<file path="config.mk">
export PLATFORM = sky130hd
export DESIGN_NAME = poly_voice_allocator
export DESIGN_NICKNAME = d
export VERILOG_FILES = /design/src/rtl/pva_pkg.sv /design/src/rtl/pva_pick.sv /design/src/rtl/poly_voice_allocator.sv
export SDC_FILE = /design/constraint.sdc
export NUM_CORES = 1
export LEC_CHECK = 0
export BUFFER_PORTS_ARGS = -buffer_cell sky130_fd_sc_hd__clkbuf_2
export CAP_MARGIN = 20
export CORE_UTILIZATION = 45
export CTS_CLUSTER_SIZE = 40
export DETAILED_ROUTE_END_ITERATION = 12
export HOLD_SLACK_MARGIN = 0.08
export PLACE_DENSITY = 0.65
export SLEW_MARGIN = 20
export SYNTH_ARGS = -nofsm -noshare
export SYNTH_HDL_FRONTEND = slang
export SYNTH_SLANG_ARGS = --single-unit
</file>
<file path="constraint.sdc">
create_clock -name i_clk -period 17.4 [get_ports i_clk]
set_input_delay 2.61 -clock i_clk [delete_from_list [all_inputs] [get_ports i_clk]]
set_output_delay 2.61 -clock i_clk [all_outputs]
set_load 0.03 [all_outputs]
</file>
<file path="src/rtl/pva_pkg.sv">
package pva_pkg;

    localparam int OP_W          = 2;
    localparam int NOTE_W        = 7;
    localparam int MASK_W        = 6;
    localparam int VOICE_FIELD_W = 3;

    typedef logic [OP_W-1:0]          t_op;
    typedef logic [NOTE_W-1:0]        t_note;
    typedef logic [MASK_W-1:0]        t_mask;
    typedef logic [VOICE_FIELD_W-1:0] t_voice_field;

    localparam t_op OP_NOTE_ON  = 2'd0;
    localparam t_op OP_NOTE_OFF = 2'd1;
    localparam t_op OP_PANIC    = 2'd2;
    localparam t_op OP_NONE     = 2'd3;

endpackage

</file>
<file path="src/rtl/pva_pick.sv">
module pva_pick #(
    parameter int NUM_VOICES = 6,
    parameter int AGE_BITS   = 8
) (
    input  logic [NUM_VOICES-1:0]               i_on,
    input  logic [NUM_VOICES-1:0]               i_busy,
    input  logic [NUM_VOICES-1:0][AGE_BITS-1:0] i_age_inc,
    output logic [NUM_VOICES-1:0]               o_claim,
    output logic [NUM_VOICES-1:0]               o_incr
);
    localparam int IDX_W = (NUM_VOICES > 1) ? $clog2(NUM_VOICES) : 1;

    logic [NUM_VOICES-1:0] free;
    logic [NUM_VOICES-1:0] first_free;
    logic [NUM_VOICES-1:0] off;
    logic [NUM_VOICES-1:0] first_off;
    logic [NUM_VOICES-1:0] oldest;
    logic [IDX_W-1:0]      best;
    logic [AGE_BITS-1:0]   best_age;

    // lowest set bit by two's complement
    assign free       = ~i_busy;
    assign first_free = free & (~free + NUM_VOICES'(1));
    assign off        = ~i_on;
    assign first_off  = off & (~off + NUM_VOICES'(1));

    // every voice below the first free one is busy; with none free all age
    assign o_incr = (first_free != '0) ? (first_free - NUM_VOICES'(1)) : '1;

    // oldest voice, strictly greater wins so ties keep the lower index
    always_comb begin
        best     = '0;
        best_age = '0;
        for (int i = 0; i < NUM_VOICES; i++) begin
            if (i_age_inc[i] > best_age) begin
                best_age = i_age_inc[i];
                best     = IDX_W'(i);
            end
        end
    end

    assign oldest = NUM_VOICES'(1) << best;

    always_comb begin
        if (first_free != '0) begin
            o_claim = first_free;
        end else if (first_off != '0) begin
            o_claim = first_off;
        end else begin
            o_claim = oldest;
        end
    end

endmodule

</file>
<file path="src/rtl/poly_voice_allocator.sv">
// Polyphonic voice allocator with oldest-voice stealing. Each transaction on
// the input channel carries an operation (note on, note off, panic), a note
// number and the envelope engine's releasing mask; each produces exactly one
// result transaction carrying the assigned voice (zero unless note on) and the
// on flags of the voices after the operation. Note on takes the first voice
// that is neither on nor releasing, else the first voice that is off but
// releasing, else steals the oldest voice (lowest index on equal ages); busy
// voices scanned before the chosen free one have their age advanced with wrap,
// and with no voice free every other voice ages. One transaction is accepted
// every cycle when the result side keeps up. Each passes through an input
// register, then a read-modify-write of the voice table into the result
// register; that table update sets the rate. Only voices 0 to 5 see the
// releasing mask and report in the active mask; the assigned voice field
// carries the low three bits of the voice index.
module poly_voice_allocator #(
    parameter int NUM_VOICES = 6,
    parameter int AGE_BITS   = 8
) (
    input  logic                  i_clk,
    input  logic                  i_rst_n,
    input  logic                  i_in_valid,
    output logic                  o_in_ready,
    input  pva_pkg::t_op          i_operation,
    input  pva_pkg::t_note        i_note,
    input  pva_pkg::t_mask        i_releasing_mask,
    output logic                  o_out_valid,
    input  logic                  i_out_ready,
    output pva_pkg::t_voice_field o_assigned_voice,
    output pva_pkg::t_mask        o_active_mask
);
    import pva_pkg::*;

    localparam int IDX_W = (NUM_VOICES > 1) ? $clog2(NUM_VOICES) : 1;

    // input register
    logic  r_s1_valid;
    t_op   r_op;
    t_note r_note_in;
    t_mask r_rel;

    // voice table
    logic  [NUM_VOICES-1:0]               r_on;
    t_note [NUM_VOICES-1:0]               r_voice_note;
    logic  [NUM_VOICES-1:0][AGE_BITS-1:0] r_age;

    // result register
    logic         r_out_valid;
    t_voice_field r_assigned;
    t_mask        r_active;

    logic                               s2_take;
    logic                               fire;
    logic [NUM_VOICES-1:0]              rel;
    logic [NUM_VOICES-1:0]              busy;
    logic [NUM_VOICES-1:0][AGE_BITS-1:0] age_inc;
    logic [NUM_VOICES-1:0]              claim;
    logic [NUM_VOICES-1:0]              incr;
    logic [NUM_VOICES-1:0]              match;
    logic [IDX_W-1:0]                   claim_idx;

    logic  [NUM_VOICES-1:0]               n_on;
    t_note [NUM_VOICES-1:0]               n_voice_note;
    logic  [NUM_VOICES-1:0][AGE_BITS-1:0] n_age;
    t_voice_field                         n_assigned;

    // advance the input register whenever the result register frees up
    assign s2_take    = !r_out_valid || i_out_ready;
    assign fire       = r_s1_valid && s2_take;
    assign o_in_ready = !r_s1_valid || s2_take;

    // voices beyond the mask width never count as releasing
    assign rel  = NUM_VOICES'(r_rel);
    assign busy = r_on | rel;

    always_comb begin
        for (int i = 0; i < NUM_VOICES; i++) begin
            age_inc[i] = r_age[i] + AGE_BITS'(1);
            match[i]   = r_on[i] && (r_voice_note[i] == r_note_in);
        end
    end

    pva_pick #(
        .NUM_VOICES (NUM_VOICES),
        .AGE_BITS   (AGE_BITS)
    ) u_pick (
        .i_on      (r_on),
        .i_busy    (busy),
        .i_age_inc (age_inc),
        .o_claim   (claim),
        .o_incr    (incr)
    );

    // encode the one-hot claim
    always_comb begin
        claim_idx = '0;
        for (int i = 0; i < NUM_VOICES; i++) begin
            if (claim[i]) begin
                claim_idx = claim_idx | IDX_W'(i);
            end
        end
    end

    // next state of the voice table for the held operation
    always_comb begin
        n_on         = r_on;
        n_voice_note = r_voice_note;
        n_age        = r_age;
        n_assigned   = '0;
        unique case (r_op)
            OP_NOTE_ON: begin
                n_on       = r_on | claim;
                n_assigned = VOICE_FIELD_W'(claim_idx);
                for (int i = 0; i < NUM_VOICES; i++) begin
                    if (claim[i]) begin
                        n_voice_note[i] = r_note_in;
                        n_age[i]        = '0;
                    end else if (incr[i]) begin
                        n_age[i] = age_inc[i];
                    end
                end
            end
            OP_NOTE_OFF: begin
                n_on = r_on & ~match;
                for (int i = 0; i < NUM_VOICES; i++) begin
                    if (match[i]) begin
                        n_age[i] = '0;
                    end
                end
            end
            OP_PANIC: begin
                n_on  = '0;
                n_age = '0;
            end
            default: begin
                // unused code: hold the table
            end
        endcase
    end

    always_ff @(posedge i_clk) begin
        if (!i_rst_n) begin
            r_s1_valid   <= 1'b0;
            r_out_valid  <= 1'b0;
            r_on         <= '0;
            r_voice_note <= '0;
            r_age        <= '0;
        end else begin
            if (o_in_ready) begin
                r_s1_valid <= i_in_valid;
            end
            if (s2_take) begin
                r_out_valid <= r_s1_valid;
            end
            if (fire) begin
                r_on         <= n_on;
                r_voice_note <= n_voice_note;
                r_age        <= n_age;
            end
        end
    end

    // payload registers, no reset
    always_ff @(posedge i_clk) begin
        if (o_in_ready && i_in_valid) begin
            r_op      <= i_operation;
            r_note_in <= i_note;
            r_rel     <= i_releasing_mask;
        end
        if (fire) begin
            r_assigned <= n_assigned;
            r_active   <= MASK_W'(n_on);
        end
    end

    assign o_out_valid      = r_out_valid;
    assign o_assigned_voice = r_assigned;
    assign o_active_mask    = r_active;

    // note on always picks exactly one voice
    a_claim_onehot: assert property (@(posedge i_clk) disable iff (!i_rst_n)
        fire && (r_op == OP_NOTE_ON) |-> $onehot(claim))
        else $error("note on did not pick exactly one voice");

    // while a free voice exists, the claimed voice is not among those aged
    a_claim_not_aged: assert property (@(posedge i_clk) disable iff (!i_rst_n)
        fire && (r_op == OP_NOTE_ON) && (incr != '1) |-> ((claim & incr) == '0))
        else $error("claimed voice also aged");

    // the claimed voice is on after the transaction
    a_claim_on: assert property (@(posedge i_clk) disable iff (!i_rst_n)
        fire && (r_op == OP_NOTE_ON) |=> ((r_on & $past(claim)) == $past(claim)))
        else $error("claimed voice not on");

    // panic leaves every voice off
    a_panic_clear: assert property (@(posedge i_clk) disable iff (!i_rst_n)
        fire && (r_op == OP_PANIC) |=> (r_on == '0) && (o_active_mask == '0))
        else $error("voices still on after panic");

endmodule

</file>
Word level (Yosys, flattened, before mapping)
Cells that the tools add are included.
{"block": "op_classes", "add_sub_neg": 9, "order_cmp": 6, "eq_ne": 20, "shift": 1, "n_mux": 38, "bitwise_logic": 10, "n_reduce_logical": 28}
{"cell": "$mux 8", "count": 23}
{"cell": "$pmux 48 s3", "count": 1}
{"cell": "$add 8x1->8 const B", "count": 6}
{"cell": "$eq 7x7->1", "count": 6}
{"cell": "$gt 8x8->1", "count": 5}
{"cell": "$not 6->6", "count": 5}
{"cell": "$reduce_and 4->1", "count": 6}
{"cell": "$and 6x6->6", "count": 3}
{"cell": "$mux 6", "count": 3}
{"cell": "$ne 3x3->1 const B", "count": 6}
{"cell": "$pmux 6 s3", "count": 1}
{"cell": "$reduce_and 3->1", "count": 6}
{"cell": "$add 6x1->6 const B", "count": 2}
{"cell": "$mux 3", "count": 4}
{"cell": "$ne 2x2->1 const B", "count": 6}
{"cell": "$or 6x6->6", "count": 2}
{"cell": "$reduce_bool 6->1", "count": 2}
{"cell": "$gt 8x1->1 const B", "count": 1}
{"cell": "$logic_and 1x1->1", "count": 8}
{"cell": "$mux 2", "count": 4}
{"cell": "$shl 1x3->6 const A", "count": 1}
{"cell": "$sub 6x1->6 const B", "count": 1}
{"cell": "$reduce_bool 3->1", "count": 1}
{"cell": "$eq 2x1->1 const B", "count": 1}
{"cell": "other kinds (5)", "count": 8}
{"block": "word_totals", "regBits": 122, "elab_cells": 132}

Longest topological paths before layout
Gate-level depths: netlist of the first run.
{"block": "logic_depth", "depth_word": 21, "ltp_mapped": 53, "mapped_depth_nobuf": 48}

Cells and area by module
Synthesis of the first run repeated with hierarchy kept, for this count alone.
{"block": "unflattened", "cells_unflattened": 938, "area_unflattened_um2": 8259.2}
{"module": "poly_voice_allocator", "n_inst": 1, "cells_per_inst": 698, "area_per_inst_um2": 6427.4}
{"module": "pva_pick", "n_inst": 1, "cells_per_inst": 240, "area_per_inst_um2": 1831.8}

Worst setup path before layout of the first run
Ideal clock, no wire load.
{"block": "synth_timing", "path_type": "reg-to-reg", "from": "register r_age[8] (netlist bit)", "to": "register r_voice_note[3] (netlist bit)", "arrival_ns": 9.498, "t_required_ns": 17.328, "slack_ns": 7.829, "stages_incl_launch_ff": 47, "n_path_buf": 3, "synth_period_minus_slack_ns": 9.571, "path_cell_list": "dfxtp_1 -> ha_1 -> nand3_1 -> nor2_1 -> xor2_1 -> ha_1 -> o21ai_0 -> nor2_1 -> nor4bb_1 -> or2_1 -> clkbuf_1 -> mux2i_1 -> ha_1 -> nor2b_1 -> o211ai_1 -> a21o_1 -> a21oi_1 -> nor2_1 -> [... 11 more ...] -> ha_1 -> a21oi_1 -> nor2b_1 -> o31ai_1 -> o2bb2ai_1 -> clkbuf_1 -> nand2_1 -> o21ai_0 -> ha_1 -> a21oi_1 -> nor2b_1 -> o31ai_1 -> o2bb2ai_1 -> nand4_1 -> or4_1 -> a2bb2oi_1 -> nor2_1 -> mux2i_1"}
{"block": "synth_between", "elab_chain_len": 15}
{"item": "start: declaration", "line_no": "poly_voice_allocator.sv:44", "source": "logic [NUM_VOICES-1:0][AGE_BITS-1:0] r_age;"}
{"item": "start signal: assignment", "line_no": "poly_voice_allocator.sv:157", "source": "r_age <= n_age;"}
{"item": "$add 8x1->8 (*)", "line_no": "poly_voice_allocator.sv:77", "source": "age_inc[i] = r_age[i] + AGE_BITS'(1);"}
{"item": "$gt 8x8->1", "line_no": "pva_pick.sv:35", "source": "if (i_age_inc[i] > best_age) begin"}
{"item": "$mux 8", "line_no": "pva_pick.sv:35"}
{"item": "$gt 8x8->1", "line_no": "pva_pick.sv:35"}
{"item": "$mux 8", "line_no": "pva_pick.sv:35"}
{"item": "$gt 8x8->1", "line_no": "pva_pick.sv:35"}
{"item": "$mux 8", "line_no": "pva_pick.sv:35"}
{"item": "$gt 8x8->1", "line_no": "pva_pick.sv:35"}
{"item": "$mux 8", "line_no": "pva_pick.sv:35"}
{"item": "$gt 8x8->1", "line_no": "pva_pick.sv:35"}
{"item": "$mux 3 (*)", "line_no": "pva_pick.sv:35"}
{"item": "$shl 1x3->6 (*)", "line_no": "pva_pick.sv:42", "source": "assign oldest = NUM_VOICES'(1) << best;"}
{"item": "$mux 6 (*)", "line_no": "pva_pick.sv:47", "source": "end else if (first_off != '0) begin"}
{"item": "$mux 6 (*)", "line_no": "pva_pick.sv:45", "source": "if (first_free != '0) begin"}
{"item": "$reduce_and 3->1 (no line) (*)"}
{"item": "end signal: assignment", "line_no": "poly_voice_allocator.sv:156", "source": "r_voice_note <= n_voice_note;"}
{"item": "end: declaration", "line_no": "poly_voice_allocator.sv:43", "source": "t_note [NUM_VOICES-1:0] r_voice_note;"}
Mark *: on every way between the ends. The rest lies on a longest branch, timed or not.
A chain may end at the register's enable or synchronous reset.

Worst setup path in the final report of the first run
{"block": "layout_timing", "from": "register r_age[8] (netlist bit)", "to": "register r_age[32] (netlist bit)"}
{"block": "layout_between", "elab_chain_len": 16}
{"item": "$add 8x1->8 (*)", "line_no": "poly_voice_allocator.sv:77"}
{"item": "$gt 8x8->1", "line_no": "pva_pick.sv:35"}
{"item": "$mux 8", "line_no": "pva_pick.sv:35"}
{"item": "$gt 8x8->1", "line_no": "pva_pick.sv:35"}
{"item": "$mux 8", "line_no": "pva_pick.sv:35"}
{"item": "$gt 8x8->1", "line_no": "pva_pick.sv:35"}
{"item": "$mux 8", "line_no": "pva_pick.sv:35"}
{"item": "$gt 8x8->1", "line_no": "pva_pick.sv:35"}
{"item": "$mux 8", "line_no": "pva_pick.sv:35"}
{"item": "$gt 8x8->1", "line_no": "pva_pick.sv:35"}
{"item": "$mux 3 (*)", "line_no": "pva_pick.sv:35"}
{"item": "$shl 1x3->6 (*)", "line_no": "pva_pick.sv:42"}
{"item": "$mux 6 (*)", "line_no": "pva_pick.sv:47"}
{"item": "$mux 6 (*)", "line_no": "pva_pick.sv:45"}
{"item": "$ne 3x3->1 (no line) or $mux 8 (tied branches)"}
{"item": "$reduce_and 4->1 (no line) or $pmux 48 s3 (tied branches)"}
Marks and branches as above.

==> flow_summary.toml, run 1 <==
[drt]
viasPerCell = 5.459
firstDrtPassIters = 5
drtAntennaViolNets = 0
drtIter0Drc = 442
drcViolationCount = 0
num_vias = 6109
wl_per_cell_um = 16.17
routed_wl_um = 18090

[yosys]
synth.net_count = 945
ys.warnings.count = 0
yosysMostFrequentCell = "nand2_1"
synth_async_sr_flop_share_pct = 0
synthTopCellsByArea = "dfxtp_1 (26%), edfxtp_1 (9.5%), ha_1 (8.1%)"
syn_area_per_cell_um2 = 8.630
synth_common_cells = "nand2_1 (109), dfxtp_1 (98), nor2_1 (61), ha_1 (49), mux2i_1 (48)"
synth_ff_type = "dfxtp_1"
synth_edf_count = 24
yosys.area.top_type = "dfxtp_1"
syn_inst = 877
yosysSeqAreaShare_pct = 35.44
syn-cell-area_um2 = 7569
ys_types = 67
synth_top_area_share_pct = 25.92
ys_ff_latch = 122

[sta]
fmax_ghz = 0.08992
layout_setup_ws_ns = 6.279
fin_crit_ns = 11.12
slew_headroom_pct = 35.03
period_share_pct = 63.91
worst_pin_slew_ns = 0.9710
rsz0062_at_grt = "no"
final_max_slew_viol_count = 0
tns_ns = 0
hold_viol = 0
finalSetupViolCount = 0
skew_ns = 0.01326

[critical_path]
cp_max_fo = 17
slowest_stage = "a311oi_4"
critPathLaunchType = "flop"
max_stage_delay_ns = 0.63
cp-startpoint = "r_age[8]"
r2r-start = "r_age[8]"
worst-r2r-cell-count = 43
setup.worst_path.end_class = "flop"
critPathArrivalTime_ns = 11.49
cpMostUsedCell = "ha_1"
cp.required_ns = 17.77
path_class = "flop to flop"

[floorplan]
io_pins = 30
fp.dieH_um = 131.7
initial_core_util_pct = 45.80
core.rowCount = 47
coreArea_um2 = 16520
die_x_um = 131.7
dieArea_um2 = 17340

[cells_and_area]
area_growth_pct = 11.44
drive_gt1_share_pct = 8.009
antenna_cells = 0
nets = 954
fin_cells = 1119

[clock_network]
cts_tree = "built"
hold_buffers = 0
post_cts_resized = 0
clk_latency_ns = 0.43
clock_sinks = 122
cts_max_level = 4
cts-root-buf = "clkbuf_16"
cts_setup_buffers = 0
cts_buffers = 17
path_clk_slew_ns = 0.06
cts.path.max_buffers = 2

[global_routing]
grt_max_degree = 55
grt_use_total_pct = 21.75
globalRoute.totalOverflow = 0
antenna_found_initial = 0
grt_pass1_vias = 5769
grt_pass1_wl_um = 29510

[placed_design]
dp_cells = 1087
numPortBuffers = 29
gp_congestion = 0.8959
dp_slack_ns = 6.148
dp_hpwl_um = 13070

[hold_path]
min_path_cells = 2
hold_path.class = "flop to flop"
worstHoldStart = "r_age[31]"

[job]
drv_cap = 0

[status]
status = "finished, final reports clean"

[power]
power_density_nw_per_um2 = 105.3
ir_worst_vdd_v = 0.00007864
p_leak_nw = 3.346
-- area by class of cell --
type | count | area [µm²]
repair buffers | 34 | 182.7
fillers | 1530 | 8090
well taps | 220 | 275.3
flip-flops and latches | 122 | 2683
inverters | 29 | 108.9
clock inverters | 11 | 107.6
multi-input cells | 682 | 4606
clock buffers | 21 | 471.7
-- metal layers --
layer	track usage (%)	wire length, µm	up-vias
li1	-	-	3095
met1	30.00	8796	2801
met2	32.83	7886	178
met3	4.012	909	35
met4	9.948	495	0
met5	0	0	-
-- final timing paths --
path / endpoint / slack (ns)
worst max register to register: r_age[32] / 6.28
worst min-delay path: r_age[31] / 0.46
worst min register to register: r_age[31] / 0.46
worst max-delay path: r_age[32] / 6.28
-- registers in the layout, indices dropped and copies added, names as in the netlist --
register          count
r_age                48
r_note_in             7
r_s1_valid            1
r_rel                 6
r_on                  6
r_op                  2
o_assigned_voice      3
o_active_mask         6
o_out_valid           1
r_voice_note         42
-- where the power goes --
group | total [mW] | internal (mW) | switching [mW]
clock | 0.348 | 0.210 | 0.138
combinational | 0.240 | 0.0927 | 0.148
sequential | 0.300 | 0.293 | 0.00667
total | 0.888 | 0.596 | 0.292
-- cell usage in the layout (no fill, tap or decap), types with 6 or more instances in the layout --
| master | n |
|---|---|
| a21o_1 | 8 |
| nor3_1 | 10 |
| a22o_1 | 7 |
| a21boi_1 | 15 |
| clkbuf_16 | 18 |
| a211oi_1 | 6 |
| o21ai_1 | 25 |
| nand3_1 | 31 |
| mux2i_1 | 48 |
| nand2b_1 | 13 |
| nor4_1 | 6 |
| dfxtp_1 | 98 |
| o21ai_0 | 28 |
| clkbuf_2 | 29 |
| nor2b_1 | 37 |
| or3_1 | 6 |
| xnor2_1 | 37 |
| and2_1 | 9 |
| a21oi_1 | 30 |
| and3_1 | 12 |
| nand2_1 | 109 |
| xor2_1 | 38 |
| nor2_1 | 61 |
| nand4_1 | 18 |
| inv_1 | 28 |
| o21a_1 | 12 |
| ha_1 | 49 |
| edfxtp_1 | 24 |
-- metrics by stage --
stage,hold slack (ns),power (mW),utilization (%),cell area (µm²)
global placement,0.4533,0.5370,47.50,7849
global route,0.4872,0.9362,51.04,8434
floorplan,0.4421,0.4891,-,7569
CTS,0.4659,0.8898,51.00,8428
detailed placement,0.4583,0.5406,47.50,7849
finish,0.4648,0.8883,51.04,8434
-- logic make-up (layout without fill, tap and decap cells) --
family | Yosys count | after routing | synth area share, %
AOI/OAI and AO/OA | 171 | 171 | 14.94
DFF | 122 | 122 | 35.44
muxes | 54 | 54 | 7.241
buffers and inverters | 73 | 95 | 3.885
adders and majority gates | 49 | 49 | 8.101
and+or+nand+nor | 333 | 333 | 21.71
xor gates and xnor gates | 75 | 75 | 8.679
-- worst max-delay path, delay by kind of cell, from the launching register on --
| family | cells | cell delay, ns |
|---|---|---|
| AO/OA/AOI/OAI | 16 | 4.25 |
| AND/OR/NAND/NOR | 16 | 3.23 |
| XOR/XNOR | 1 | 0.26 |
| multiplexers | 4 | 1.19 |
| flip-flops | 1 | 0.43 |
| adder cells (fa/ha/maj) | 6 | 1.70 |
(Power assumes the default switching activity.)
==> inputs of run 2 (changes only) <==
--- a/config.mk
+++ b/config.mk
@@ -11,7 +11,7 @@
 export CTS_CLUSTER_SIZE = 40
 export DETAILED_ROUTE_END_ITERATION = 12
 export HOLD_SLACK_MARGIN = 0.08
-export PLACE_DENSITY = 0.65
+export PLACE_DENSITY = 0.67
 export SLEW_MARGIN = 20
 export SYNTH_ARGS = -nofsm -noshare
 export SYNTH_HDL_FRONTEND = slang
==> constraint.sdc (replaced) <==
create_clock -name i_clk -period 9.6 [get_ports i_clk]
set_input_delay 1.44 -clock i_clk [delete_from_list [all_inputs] [get_ports i_clk]]
set_output_delay 1.44 -clock i_clk [all_outputs]
set_load 0.03 [all_outputs]
==> flow_summary.toml, run 2 (synthesized netlist as in run 1, its figures left out) <==
[critical_path]
critPathArrivalTime_ns = 9.91
slowest_stage = "or4b_4"
cp.required_ns = 9.97
cp_max_fo = 8
max_stage_delay_ns = 0.48
path_class = "flop to flop"
critPathLaunchType = "flop"
cpMostUsedCell = "ha_1"
setup.worst_path.end_class = "flop"

[clock_network]
clock_sinks = 122
cts-root-buf = "clkbuf_16"
cts_buffers = 17
hold_buffers = 0
cts.path.max_buffers = 2
cts_tree = "built"
clk_latency_ns = 0.43
path_clk_slew_ns = 0.06
cts_max_level = 4

[sta]
skew_ns = 0.01077
layout_setup_ws_ns = 0.06020
final_max_slew_viol_count = 0
fmax_ghz = 0.1048
period_share_pct = 99.37
finalSetupViolCount = 0
fin_hold_ws_ns = 0.4671
tns_ns = 0
slew_headroom_pct = 36.39
worst_pin_slew_ns = 0.9541
hold_viol = 0
fin_crit_ns = 9.540

[cells_and_area]
fin_cells = 1165
fillers = 1443
drive_gt1_share_pct = 18.20
largest_reg_flops = 48
antenna_cells = 0
regMostFlops = "r_age"
final_common_cell = "nand2_1"
area_growth_pct = 20.25
nets = 1000
mostFrequentLayoutCells = "nand2_1 (109), dfxtp_1 (91), nor2_1 (57)"
regArea_um2 = 2691
multi_input_area_um2 = 4905
reg_top3 = "r_age: 48 flops, r_voice_note: 42 flops, r_note_in: 7 flops"

[global_routing]
antenna_found_initial = 0
grt_pass1_wl_um = 29480
globalRoute.totalOverflow = 0
grt_pass1_vias = 5878
grt_max_degree = 92
grt_use_total_pct = 21.41

[floorplan]
io_pins = 30
fp.dieH_um = 131.7
coreArea_um2 = 16520
die_x_um = 131.7
initial_core_util_pct = 45.80
dieArea_um2 = 17340
core.rowCount = 47

[hold_path]
hold_path.class = "flop to flop"

[power]
power_mw = 1.893
p_leak_nw = 3.615
ir_worst_vdd_v = 0.0001531
power_density_nw_per_um2 = 208.0

[job]
drv_cap = 0

[drt]
drt-met1-wl_um = 9086
drtAntennaViolNets = 0
viasPerCell = 5.500
drcViolationCount = 0
met3WireLength_um = 782
drtIter0Drc = 426
wl_per_cell_um = 16.09
topRoutingLayerUsed = "met4"
routed_wl_um = 18750
firstDrtPassIters = 5
wl_met2_um = 8453
num_vias = 6407

[status]
status = "finished, final reports clean"

[placed_design]
dp_hpwl_um = 12870
dp_cells = 1113
dp_slack_ns = -0.1157
numPortBuffers = 29
gp_congestion = 0.8852
-- run 2: power breakdown --
part	internal [mW]	switching, mW	total (mW)
clock network	0.374	0.269	0.642
registers	0.531	0.0125	0.544
logic	0.339	0.367	0.706
-- run 2: final cells by class --
class	instances	area share, %
Sequential cell	122	29.57
Multi-Input combinational cell	683	53.89
Tap cell	220	3.024
Clock buffer	18	4.825
Timing Repair Buffer	79	5.856
Clock inverter	14	1.636
Inverter	29	1.196
-- run 2: metrics by stage --
step | instance area, µm² | utilization, %
floorplan | 7569 | -
global placement | 8044 | 48.68
detailed placement | 8044 | 48.68
CTS | 8635 | 52.25
global route | 9101 | 55.08
finish | 9101 | 55.08
-- run 2: repair_timing --
action	CTS	global route
pin swaps	0	26
endpoints found under the setup margin	42	95
gates resized for setup	3	72
gates cloned	0	2
setup buffers	0	18
-- run 2: path summary, 6_finish.rpt --
path | startpoint | to | slack (ns) | depth (start not counted)
setup / recovery | r_age[12] | r_age[32] | 0.06 | 51
hold / removal | r_voice_note[24] | r_voice_note[24] | 0.47 | 2
setup reg to reg | r_age[12] | r_age[32] | 0.06 | 51
hold reg to reg | r_voice_note[24] | r_voice_note[24] | 0.47 | 2
-- run 2: worst max-delay path, delay by kind of cell, from the launching register on --
family	cells	cell delay [ns]
compound gates	19	3.54
xor+xnor	1	0.20
fa+ha+maj	5	1.33
buf+inv	8	1.06
flops	1	0.35
mux	2	0.45
simple gates	16	2.55
-- run 2: routing by layer --
metal	vias to the layer above	global-route usage [%]
met1	3019	29.61
met5	-	0
met4	0	8.204
met2	162	32.45
met3	27	4.630
li1	3199	-
